## src/sha1mh_pkg.sv

```systemverilog
package sha1mh_pkg;

    localparam int WORD_W      = 32;
    localparam int BLOCK_WORDS = 16;
    localparam int BLOCK_W     = WORD_W * BLOCK_WORDS;
    localparam int NUM_ROUNDS  = 80;
    localparam int DIGEST_WORDS = 5;

    localparam logic [6:0] LAST_ROUND   = 7'(NUM_ROUNDS - 1);
    localparam logic [5:0] LAST_POS     = 6'd63;
    localparam logic [5:0] LEN_POS      = 6'd56;
    localparam logic [2:0] LAST_WORD_IX = 3'(DIGEST_WORDS - 1);

    localparam logic [7:0] PAD_MARK = 8'h80;

    localparam logic [31:0] H_INIT [DIGEST_WORDS] = '{
        32'h67452301, 32'hefcdab89, 32'h98badcfe, 32'h10325476, 32'hc3d2e1f0
    };

    localparam logic [31:0] K_0 = 32'h5a827999;
    localparam logic [31:0] K_1 = 32'h6ed9eba1;
    localparam logic [31:0] K_2 = 32'h8f1bbcdc;
    localparam logic [31:0] K_3 = 32'hca62c1d6;

    typedef enum logic [4:0] {
        ST_IDLE  = 5'b00001,
        ST_PAD   = 5'b00010,
        ST_ROUND = 5'b00100,
        ST_ADD   = 5'b01000,
        ST_OUT   = 5'b10000
    } state_t;

    typedef enum logic [2:0] {
        PH_MARK = 3'b001,
        PH_ZERO = 3'b010,
        PH_LEN  = 3'b100
    } pad_phase_t;

    typedef enum logic [1:0] {
        SRC_INPUT = 2'd0,
        SRC_MARK  = 2'd1,
        SRC_ZERO  = 2'd2,
        SRC_LEN   = 2'd3
    } byte_src_t;

    typedef struct packed {
        logic       load;
        byte_src_t  byte_src;
        logic [2:0] len_idx;
        logic       count_byte;
        logic       init_work;
        logic       round;
        logic [6:0] round_idx;
        logic       add;
        logic       clear;
        logic [2:0] out_idx;
    } cmd_t;

endpackage

```

## src/sha1_message_hasher.sv

```systemverilog
// channel   dir  tdata                 tuser              tlast
// s_axis    in   [7:0] data_byte       [0] no_byte        end_of_message
// m_axis    out  [31:0] digest_word    [2:0] word_index   last_word
//
// Message bytes are taken while idle; each full 64-byte block then holds the input
// through the 80 rounds of the single round unit and one chaining add.
// The final beat adds 1 to 64 pad bytes per padded block, then five digest beats.
// Reset (aresetn low, synchronous) loads the initial hash and clears the length.
// s_axis_tready is low from the final beat until the last digest beat is taken;
// a stalled m_axis holds the current digest word.
module sha1_message_hasher (
    input  logic        aclk,
    input  logic        aresetn,
    input  logic        s_axis_tvalid,
    output logic        s_axis_tready,
    input  logic [7:0]  s_axis_tdata,   // [7:0] data_byte
    input  logic        s_axis_tuser,   // [0] no_byte
    input  logic        s_axis_tlast,
    output logic        m_axis_tvalid,
    input  logic        m_axis_tready,
    output logic [31:0] m_axis_tdata,   // [31:0] digest_word
    output logic [2:0]  m_axis_tuser,   // [2:0] word_index
    output logic        m_axis_tlast
);

    sha1mh_pkg::cmd_t cmd;

    sha1mh_ctrl u_ctrl (
        .aclk       (aclk),
        .aresetn    (aresetn),
        .in_valid   (s_axis_tvalid),
        .in_ready   (s_axis_tready),
        .in_no_byte (s_axis_tuser),
        .in_last    (s_axis_tlast),
        .out_valid  (m_axis_tvalid),
        .out_ready  (m_axis_tready),
        .cmd        (cmd)
    );

    sha1mh_datapath u_datapath (
        .aclk        (aclk),
        .aresetn     (aresetn),
        .cmd         (cmd),
        .in_byte     (s_axis_tdata),
        .digest_word (m_axis_tdata)
    );

    assign m_axis_tuser = cmd.out_idx;
    assign m_axis_tlast = (cmd.out_idx == sha1mh_pkg::LAST_WORD_IX);

endmodule

```

## src/sha1mh_ctrl.sv

```systemverilog
module sha1mh_ctrl (
    input  logic               aclk,
    input  logic               aresetn,
    input  logic               in_valid,
    output logic               in_ready,
    input  logic               in_no_byte,
    input  logic               in_last,
    output logic               out_valid,
    input  logic               out_ready,
    output sha1mh_pkg::cmd_t   cmd
);

    sha1mh_pkg::state_t     state_reg, state_next;
    sha1mh_pkg::pad_phase_t phase_reg, phase_next;
    logic [5:0] pos_reg, pos_next;
    logic [6:0] round_reg, round_next;
    logic [2:0] out_idx_reg, out_idx_next;
    logic       pad_reg, pad_next;
    logic       done_reg, done_next;

    always_ff @(posedge aclk) begin
        if (!aresetn) begin
            state_reg   <= sha1mh_pkg::ST_IDLE;
            phase_reg   <= sha1mh_pkg::PH_MARK;
            pos_reg     <= '0;
            round_reg   <= '0;
            out_idx_reg <= '0;
            pad_reg     <= 1'b0;
            done_reg    <= 1'b0;
        end else begin
            state_reg   <= state_next;
            phase_reg   <= phase_next;
            pos_reg     <= pos_next;
            round_reg   <= round_next;
            out_idx_reg <= out_idx_next;
            pad_reg     <= pad_next;
            done_reg    <= done_next;
        end
    end

    always_comb begin
        state_next   = state_reg;
        phase_next   = phase_reg;
        pos_next     = pos_reg;
        round_next   = round_reg;
        out_idx_next = out_idx_reg;
        pad_next     = pad_reg;
        done_next    = done_reg;
        in_ready     = 1'b0;
        out_valid    = 1'b0;

        cmd            = '0;
        cmd.byte_src   = sha1mh_pkg::SRC_INPUT;
        cmd.len_idx    = pos_reg[2:0];
        cmd.round_idx  = round_reg;
        cmd.out_idx    = out_idx_reg;

        case (state_reg)
            sha1mh_pkg::ST_IDLE: begin
                in_ready = 1'b1;
                if (in_valid) begin
                    pad_next   = in_last;
                    phase_next = sha1mh_pkg::PH_MARK;
                    if (in_last) begin
                        state_next = sha1mh_pkg::ST_PAD;
                    end
                    if (!in_no_byte) begin
                        cmd.load       = 1'b1;
                        cmd.count_byte = 1'b1;
                        pos_next       = pos_reg + 6'd1;
                        if (pos_reg == sha1mh_pkg::LAST_POS) begin
                            cmd.init_work = 1'b1;
                            round_next    = '0;
                            state_next    = sha1mh_pkg::ST_ROUND;
                        end
                    end
                end
            end

            sha1mh_pkg::ST_PAD: begin
                cmd.load = 1'b1;
                pos_next = pos_reg + 6'd1;
                case (phase_reg)
                    sha1mh_pkg::PH_MARK: begin
                        cmd.byte_src = sha1mh_pkg::SRC_MARK;
                        phase_next   = sha1mh_pkg::PH_ZERO;
                    end
                    sha1mh_pkg::PH_ZERO: begin
                        if (pos_reg == sha1mh_pkg::LEN_POS) begin
                            cmd.byte_src = sha1mh_pkg::SRC_LEN;
                            phase_next   = sha1mh_pkg::PH_LEN;
                        end else begin
                            cmd.byte_src = sha1mh_pkg::SRC_ZERO;
                        end
                    end
                    default: begin
                        cmd.byte_src = sha1mh_pkg::SRC_LEN;
                    end
                endcase
                if (pos_reg == sha1mh_pkg::LAST_POS) begin
                    cmd.init_work = 1'b1;
                    round_next    = '0;
                    state_next    = sha1mh_pkg::ST_ROUND;
                    // last length byte closes the message
                    if (cmd.byte_src == sha1mh_pkg::SRC_LEN) begin
                        pad_next  = 1'b0;
                        done_next = 1'b1;
                    end
                end
            end

            sha1mh_pkg::ST_ROUND: begin
                cmd.round  = 1'b1;
                round_next = round_reg + 7'd1;
                if (round_reg == sha1mh_pkg::LAST_ROUND) begin
                    state_next = sha1mh_pkg::ST_ADD;
                end
            end

            sha1mh_pkg::ST_ADD: begin
                cmd.add = 1'b1;
                if (done_reg) begin
                    out_idx_next = '0;
                    state_next   = sha1mh_pkg::ST_OUT;
                end else if (pad_reg) begin
                    state_next = sha1mh_pkg::ST_PAD;
                end else begin
                    state_next = sha1mh_pkg::ST_IDLE;
                end
            end

            sha1mh_pkg::ST_OUT: begin
                out_valid = 1'b1;
                if (out_ready) begin
                    if (out_idx_reg == sha1mh_pkg::LAST_WORD_IX) begin
                        cmd.clear  = 1'b1;
                        done_next  = 1'b0;
                        pos_next   = '0;
                        phase_next = sha1mh_pkg::PH_MARK;
                        state_next = sha1mh_pkg::ST_IDLE;
                    end else begin
                        out_idx_next = out_idx_reg + 3'd1;
                    end
                end
            end

            default: begin
                state_next = sha1mh_pkg::ST_IDLE;
            end
        endcase
    end

endmodule

```

## src/sha1mh_datapath.sv

```systemverilog
module sha1mh_datapath (
    input  logic               aclk,
    input  logic               aresetn,
    input  sha1mh_pkg::cmd_t   cmd,
    input  logic [7:0]         in_byte,
    output logic [31:0]        digest_word
);

    localparam int BW = sha1mh_pkg::BLOCK_W;

    // 16-word schedule line; word k sits at [BW-1-32k -: 32], word 0 is next in use
    logic [BW-1:0] line_reg, line_next;
    logic [63:0]   count_reg, count_next;
    logic [31:0]   h_reg    [sha1mh_pkg::DIGEST_WORDS];
    logic [31:0]   h_next   [sha1mh_pkg::DIGEST_WORDS];
    logic [31:0]   work_reg [sha1mh_pkg::DIGEST_WORDS];
    logic [31:0]   work_next[sha1mh_pkg::DIGEST_WORDS];

    logic [63:0] len_shift;
    logic [7:0]  byte_sel;
    logic [31:0] w0, w2, w8, w13, w_mix, w_new;
    logic [31:0] fa, fb, fc, fd, fe, f_val, k_val, t_val;

    always_comb begin
        len_shift = count_reg << {cmd.len_idx, 3'b000};
        case (cmd.byte_src)
            sha1mh_pkg::SRC_INPUT: byte_sel = in_byte;
            sha1mh_pkg::SRC_MARK:  byte_sel = sha1mh_pkg::PAD_MARK;
            sha1mh_pkg::SRC_ZERO:  byte_sel = 8'h00;
            sha1mh_pkg::SRC_LEN:   byte_sel = len_shift[63:56];
            default:               byte_sel = 8'h00;
        endcase
    end

    assign w0    = line_reg[BW-1      -: 32];
    assign w2    = line_reg[BW-1-64   -: 32];
    assign w8    = line_reg[BW-1-256  -: 32];
    assign w13   = line_reg[BW-1-416  -: 32];
    assign w_mix = w13 ^ w8 ^ w2 ^ w0;
    assign w_new = {w_mix[30:0], w_mix[31]};

    assign fa = work_reg[0];
    assign fb = work_reg[1];
    assign fc = work_reg[2];
    assign fd = work_reg[3];
    assign fe = work_reg[4];

    always_comb begin
        if (cmd.round_idx < 7'd20) begin
            f_val = (fb & fc) | (~fb & fd);
            k_val = sha1mh_pkg::K_0;
        end else if (cmd.round_idx < 7'd40) begin
            f_val = fb ^ fc ^ fd;
            k_val = sha1mh_pkg::K_1;
        end else if (cmd.round_idx < 7'd60) begin
            f_val = (fb & fc) | (fb & fd) | (fc & fd);
            k_val = sha1mh_pkg::K_2;
        end else begin
            f_val = fb ^ fc ^ fd;
            k_val = sha1mh_pkg::K_3;
        end
    end

    assign t_val = {fa[26:0], fa[31:27]} + f_val + fe + k_val + w0;

    always_comb begin
        line_next  = line_reg;
        count_next = count_reg;
        h_next     = h_reg;
        work_next  = work_reg;

        if (cmd.load) begin
            line_next = {line_reg[BW-9:0], byte_sel};
        end else if (cmd.round) begin
            line_next = {line_reg[BW-33:0], w_new};
        end

        if (cmd.count_byte) begin
            count_next = count_reg + 64'd8;
        end

        if (cmd.init_work) begin
            work_next = h_reg;
        end else if (cmd.round) begin
            work_next[0] = t_val;
            work_next[1] = fa;
            work_next[2] = {fb[1:0], fb[31:2]};
            work_next[3] = fc;
            work_next[4] = fd;
        end

        if (cmd.add) begin
            for (int i = 0; i < sha1mh_pkg::DIGEST_WORDS; i++) begin
                h_next[i] = h_reg[i] + work_reg[i];
            end
        end

        if (cmd.clear) begin
            h_next     = sha1mh_pkg::H_INIT;
            count_next = '0;
        end
    end

    always_ff @(posedge aclk) begin
        line_reg <= line_next;
    end

    always_ff @(posedge aclk) begin
        if (!aresetn) begin
            count_reg <= '0;
            h_reg     <= sha1mh_pkg::H_INIT;
            work_reg  <= '{default: '0};
        end else begin
            count_reg <= count_next;
            h_reg     <= h_next;
            work_reg  <= work_next;
        end
    end

    always_comb begin
        case (cmd.out_idx)
            3'd0:    digest_word = h_reg[0];
            3'd1:    digest_word = h_reg[1];
            3'd2:    digest_word = h_reg[2];
            3'd3:    digest_word = h_reg[3];
            3'd4:    digest_word = h_reg[4];
            default: digest_word = h_reg[0];
        endcase
    end

endmodule
```

## config.mk

```make
export PLATFORM = sky130hd
export DESIGN_NAME = sha1_message_hasher
export DESIGN_NICKNAME = d
export VERILOG_FILES = /design/src/sha1mh_pkg.sv /design/src/sha1_message_hasher.sv /design/src/sha1mh_ctrl.sv /design/src/sha1mh_datapath.sv
export SDC_FILE = /design/constraint.sdc
export NUM_CORES = 2
export LEC_CHECK = 0
export ABC_CLOCK_PERIOD_IN_PS = 26800
export BUFFER_PORTS_ARGS = -buffer_cell sky130_fd_sc_hd__buf_2
export CORE_ASPECT_RATIO = 0.8
export CORE_MARGIN = 3
export CORE_UTILIZATION = 50
export DETAILED_ROUTE_END_ITERATION = 8
export GPL_TIMING_DRIVEN = 0
export HOLD_SLACK_MARGIN = 0.1
export PLACE_DENSITY = 0.74
export SETUP_SLACK_MARGIN = 0.4
export SLEW_MARGIN = 20
export SYNTH_ARGS = -nofsm -noshare
export SYNTH_HDL_FRONTEND = slang
export SYNTH_HIERARCHICAL = 1
export SYNTH_SLANG_ARGS = --single-unit
```

## constraint.sdc

```tcl
create_clock -name aclk -period 26.8 [get_ports aclk]
set_clock_uncertainty 0.1 [all_clocks]
set_input_delay 2.68 -clock aclk [delete_from_list [all_inputs] [get_ports aclk]]
set_output_delay 2.68 -clock aclk [all_outputs]
set_load 0.01 [all_outputs]
```

== Word level (Yosys, flattened, before mapping) ==
Cells that the tools add are included.

* Shift-type cells: 1
* $lt $le $gt $ge: 3
* Reduce and logical (&&, ||, !) cells: 16
* Multiplexer cells: 70
* Multipliers: 0
* Eq/ne operators: 29
* Add/subtract/negate cells: 13
* Bitwise logic cells: 14
* Divide/modulo/power cells: 0

{| class="wikitable"
|+ Operators by type and width
! cell !! count
|-
| 2-to-1 mux 512 bit || 2
|-
| 2-to-1 mux 160 bit || 2
|-
| adder 32 bit || 9
|-
| 2-to-1 mux 32 bit || 5
|-
| bitwise XOR 32 bit || 5
|-
| bitwise AND 32 bit || 4
|-
| case mux 32 bit (4 select lines) || 1
|-
| OR 32 bit || 3
|-
| adder 64 x 4 -> 64 bit, second input constant || 1
|-
| << shifter 64 x 6 -> 64 bit || 1
|-
| 2-to-1 mux 5 bit || 9
|-
| NOT 32 bit || 1
|-
| case mux 8 bit (4 select lines) || 1
|-
| 2-to-1 mux 31 bit || 1
|-
| case mux 5 bit (5 select lines) || 1
|-
| 2-to-1 mux 6 bit || 4
|-
| 2-to-1 mux 3 bit || 7
|-
| 2-to-1 mux 7 bit || 3
|-
| case mux 7 bit (3 select lines) || 1
|-
| 2-to-1 mux 1 bit || 19
|-
| case mux 6 bit (3 select lines) || 1
|-
| AND reduction 5 bit || 3
|-
| < comparator 7 x 6 -> 1 bit, second input constant || 2
|-
| == test 6 bit, second input constant || 2
|-
| 32 further kinds || 58
|}

* Latch bits: 0
* Bits of input ports: 14
* Output and inout bits: 38
* RAM bits: 0
* Memories: 0
* Logic and storage cells: 165
* Bits in read-only memories: 0
* Register bits: 922

== Logic depth before layout (Yosys ltp) ==
* Depth in word-level cells: 12
* Mapped depth: 24
* Gate-level depth less buffers: 23

== Modules after synthesis ==
The synthesis kept the hierarchy.

{| class="wikitable"
|+ Modules (own cells, without submodules)
! module !! seq. area each (um2) !! cells each !! times used !! area an instance (um2)
|-
| sha1mh_datapath || 23002.1 || 4661 || 1 || 51444.3
|-
| sha1mh_ctrl || 520.5 || 185 || 1 || 1514.0
|-
| sha1_message_hasher || 0.0 || 1 || 1 || 12.5
|}

== Worst setup path before layout ==
Ideal clock, no wire load.

* Path kind: input -> register
* From: input s_axis_tuser
* To: register u_datapath.line_reg[0] (enable)
* Arrival time: 10.514 ns
* Path buffers: 4
* Setup time: 0.667 ns
* Cell stages on the path: 7
* Data required time: 26.033 ns
* Slack: 15.519 ns
* Cell sequence: or4bb_1 > o21ai_0 > clkbuf_1 > clkbuf_1 > clkbuf_1 > clkbuf_1 > or2_2

{| class="wikitable"
|+ RTL lines
! element !! line !! RTL
|-
| from (decl) || sha1_message_hasher.sv:17 || <nowiki>input logic s_axis_tuser,</nowiki>
|-
| to (signal assigned) || sha1mh_datapath.sv:105 || <nowiki>line_reg <= line_next;</nowiki>
|-
| to (decl) || sha1mh_datapath.sv:12 || <nowiki>logic [BW-1:0] line_reg, line_next;</nowiki>
|}

== Worst setup path after layout ==
* From: register u_ctrl.round_reg[2]
* To: register u_datapath.work_reg, in the netlist u_datapath/fa[31]

* Longest elaborated chain between the ends: 10
* Elaborated cells between the ends (all ways): 15
* Those cells by class: 4 x add/sub; 3 x order compare; 8 x mux

{| class="wikitable"
|+ Ends and longest elaborated chain
! element !! line !! RTL
|-
| from (decl) || sha1mh_ctrl.sv:16 || <nowiki>logic [6:0] round_reg, round_next;</nowiki>
|-
| from (signal assigned) || sha1mh_ctrl.sv:34 || <nowiki>round_reg <= round_next;</nowiki>
|-
| < comparator 7 x 6 -> 1 bit || sha1mh_datapath.sv:55 || <nowiki>end else if (cmd.round_idx < 7'd60) begin</nowiki>
|-
| 2-to-1 mux 32 bit || sha1mh_datapath.sv:55 ||
|-
| 2-to-1 mux 32 bit || sha1mh_datapath.sv:52 || <nowiki>end else if (cmd.round_idx < 7'd40) begin</nowiki>
|-
| 2-to-1 mux 32 bit || sha1mh_datapath.sv:49 || <nowiki>if (cmd.round_idx < 7'd20) begin</nowiki>
|-
| adder 32 bit (2 in series) || sha1mh_datapath.sv:64 || <nowiki>assign t_val = {fa[26:0], fa[31:27]} + f_val + fe + k_val + w0;</nowiki>
|-
| adder 32 bit * (2 in series) || sha1mh_datapath.sv:64 ||
|-
| 2-to-1 mux 160 bit * || sha1mh_datapath.sv:84 || <nowiki>end else if (cmd.round) begin</nowiki>
|-
| 2-to-1 mux 160 bit * || sha1mh_datapath.sv:82 || <nowiki>if (cmd.init_work) begin</nowiki>
|-
| to (signal assigned) || sha1mh_datapath.sv:116 || <nowiki>work_reg <= work_next;</nowiki>
|-
| to (decl) || sha1mh_datapath.sv:16 || <nowiki>logic [31:0] work_reg [sha1mh_pkg::DIGEST_WORDS];</nowiki>
|}

Mark *: on every way between the ends. The rest lies on a longest branch, timed or not. The select of a mux whose other input is x is not followed.
A chain may end at the register's enable or synchronous reset.

==> results_dict.tcl <==
set metrics [dict create \
    io_pins 52 \
    critPathLaunch "u_ctrl/round_reg[2]$_SDFFE_PN0P_" \
    initial_core_util_pct 50.6 \
    synth_most_common_cell "edfxtp_1" \
    yosys.area.top_type "edfxtp_1" \
    ys_seq_area_share_pct 44.4 \
    largest_reg_flops 512 \
    cts_resized 0 \
    end_kind "flop" \
    dp_hpwl_um 136000 \
    critPathArrivalTime_ns 8.47 \
    grt_use_total_pct 31.7 \
    cts-root-buf "clkbuf_16" \
    clk_pin_slew_ns 0.06 \
    grt_max_degree 58 \
    die_h_um 297 \
    hold_class "reg -> reg" \
    max_stage_delay_ns 0.85 \
    grt_antenna_before_repair 2 \
    synth-main-ff-cell "edfxtp_1" \
    drv_cap 0 \
    vias 41300 \
    postRouteAntennaNets 0 \
    worstReg2RegStart "u_ctrl/round_reg[2]$_SDFFE_PN0P_" \
    cp_slowest_cell "clkbuf_1" \
    fin_hold_ws_ns 0.393 \
    yosysWarnings 6 \
    synth-seq-cells 919 \
    drt-pass1-iter-count 7 \
    crit_type "reg -> reg" \
    overflow 0 \
    fmax_mhz 126 \
    cp_cell_sequence "a41oi_2, nand2_1, inv_1, clkbuf_1, clkbuf_1, a221oi_1, fa_1, fa_1, inv_1, ha_1, inv_1, fa_1, nand2b_1, a21oi_1, o31ai_1, a21oi_1, o21ai_0, o211a_1, o311ai_1, a41oi_1, xnor2_1, nand2_1, a21oi_1" \
    avgViaCountPerCell 6.34 \
    fin_setup_tns_ns 0 \
    tightest_slew_ns 1.37 \
    crit_required_ns 27.33 \
    post_synth_inst_count 4847 \
    clk_latency_ns 0.70 \
    die_x_um 370 \
    post_cts_buffers 0 \
    fin_crit_sh_pct 29.6 \
    cp-start-kind "flop" \
    status "finished, final reports clean" \
    drt_iter0_drc 6390 \
    ys_top_cells_by_area "edfxtp_1, dfxtp_1, mux2_2, fa_1, ha_1" \
    preCtsSetupSlack_ns 18.69 \
    core_region_area_um2 105000 \
    slew_headroom_pct 8.46 \
    ys_async_sr_fraction_pct 0 \
    cts_sinks 919 \
    worst_slack_ns 18.86 \
    cts_buffers 98 \
    crit_family "compound AO/OA/AOI/OAI gates" \
    wl_per_cell_um 27.6 \
    synth_cell_type_count 98 \
    grt_pass1_wl_um 258000 \
    syn_area_per_cell_um2 10.9 \
    cts_tree "built" \
    p_leak_nw 23.3 \
    seqCellArea_um2 23500 \
    route.detailed.drc 0 \
    critical_path_buf_inv_count 5 \
    grt_pass1_vias 38200 \
    p_per_area_nw_per_um2 59.1 \
    fin_nets 5348 \
    clk_path_buf_depth 3 \
    drive_gt1_share_pct 16.1 \
    regToRegSetupSlack_ns 18.86 \
    port-buffer-count 50 \
    fillers 8927 \
    ir_drop_mv 0.0608 \
    hold_viol_final 0 \
    fin_crit_ns 7.94 \
    gp_congestion 1.04 \
    multi_input_area_um2 27600 \
    power.total_mw 3.47 \
    syn2layout_area_growth_pct 10.7 \
    synthTopCellsByCount "edfxtp_1, mux2_2, nand2_1" \
    synth_top_area_share_pct 29.0 \
    fp-row-count 106 \
    min_from "u_ctrl/pos_reg[5]$_SDFFE_PN0P_" \
    rsz0062_at_grt "false" \
    cts.hold.buffers_added 0 \
    syn_area_um2 53000 \
    path_max_fanout 10 \
    setup_viol 0 \
    dieArea_um2 110000 \
    drt-total-wl_um 180000 \
    htree_levels 3 \
    synth_nets 5185 \
    synth_edf_count 512 \
    finalMaxSlewViolations 0 \
]
-- where the power goes --
part	total (mW)	internal, mW	leakage (nW)	switching [mW]
clock network	1.41	0.798	1.61	0.612
registers	1.67	1.61	8.04	0.0657
logic	0.381	0.172	13.7	0.209
-- cell type report --
type                       count  area share (%)
clock inverter                48            1.08
tap                         1404            2.99
antenna                        4          0.0171
buffer                       234            1.58
clock buffer                 137            4.59
sequential                   919            40.1
inverter                     253            1.62
multi-input combinational   3441            47.1
timing repair buffer          63           0.902
-- worst min-delay path: stages (launching register included) --
cell and delay [ns]:
dfxtp_1 0.32, o21ai_0 0.07, a21oi_1 0.06
-- cells by family (layout without fill, tap and decap cells) --
family	after synthesis	count (layout)	share of synthesized area [%]
multiplexers	702	702	14.7
AO/OA/AOI/OAI	999	999	13.2
buffers and inverters	487	735	3.48
XOR/XNOR	317	317	5.24
AND/OR/NAND/NOR	1099	1099	9.46
other	0	4	0
flip-flops	919	919	44.4
adder cells (fa/ha/maj)	324	324	9.42
-- per-stage QoR --
| stage | util [%] | instance area, um^2 | cells |
|---|---|---|---|
| 2_1_floorplan | - | 53000 | 4847 |
| 3_3_place_gp | 52.5 | 55000 | 6301 |
| 3_5_place_dp | 52.8 | 55300 | 6313 |
| 4_1_cts | 55.9 | 58600 | 6498 |
| 5_1_grt | 56.0 | 58600 | 6499 |
| 6_report | 56.0 | 58700 | 6503 |
-- layout by cell type, fill, tap and decap left out, types with 20 or more instances in the layout --
cell | netlist | routed
edfxtp_1 | 512 | 512
mux2_2 | 495 | 495
nand2_1 | 409 | 409
dfxtp_1 | 407 | 407
nor2_1 | 328 | 327
inv_1 | 250 | 250
a21oi_1 | 223 | 223
clkbuf_1 | 200 | 213
xnor2_1 | 202 | 202
ha_1 | 199 | 199
mux2i_1 | 194 | 194
o21ai_0 | 189 | 189
o211a_1 | 141 | 141
fa_1 | 125 | 125
xor2_1 | 115 | 115
clkbuf_16 | 0 | 98
nand3_1 | 91 | 91
a21o_1 | 84 | 84
a22oi_1 | 70 | 70
buf_2 | 4 | 63
o211ai_1 | 49 | 49
nor3_1 | 43 | 43
nand4_1 | 33 | 33
nor2b_1 | 30 | 30
nand2b_1 | 27 | 27
and3_1 | 27 | 27
a211oi_1 | 26 | 25
o21bai_1 | 25 | 25
o21a_1 | 24 | 24
clkinv_2 | 0 | 22
a31oi_1 | 21 | 21
and2_1 | 20 | 20
-- routing by layer --
metal	wire length [um]	global-route usage, %	up-vias
li1	-	-	17900
met1	75200	46.9	20200
met2	70200	41.8	2644
met3	27300	12.5	437
met4	6820	10.7	8
met5	234	0.524	-
-- final timing paths --
| check | to | cells after the start |
|---|---|---|
| worst max register to register | u_datapath/fa[31]$_SDFFE_PN0P_ | 23 |
| worst max-delay path | u_datapath/fa[31]$_SDFFE_PN0P_ | 23 |
| worst min register to register | u_ctrl/pos_reg[5]$_SDFFE_PN0P_ | 2 |
| worst min-delay path | u_ctrl/pos_reg[5]$_SDFFE_PN0P_ | 2 |
Note: power is estimated with default switching activity, not from simulation.
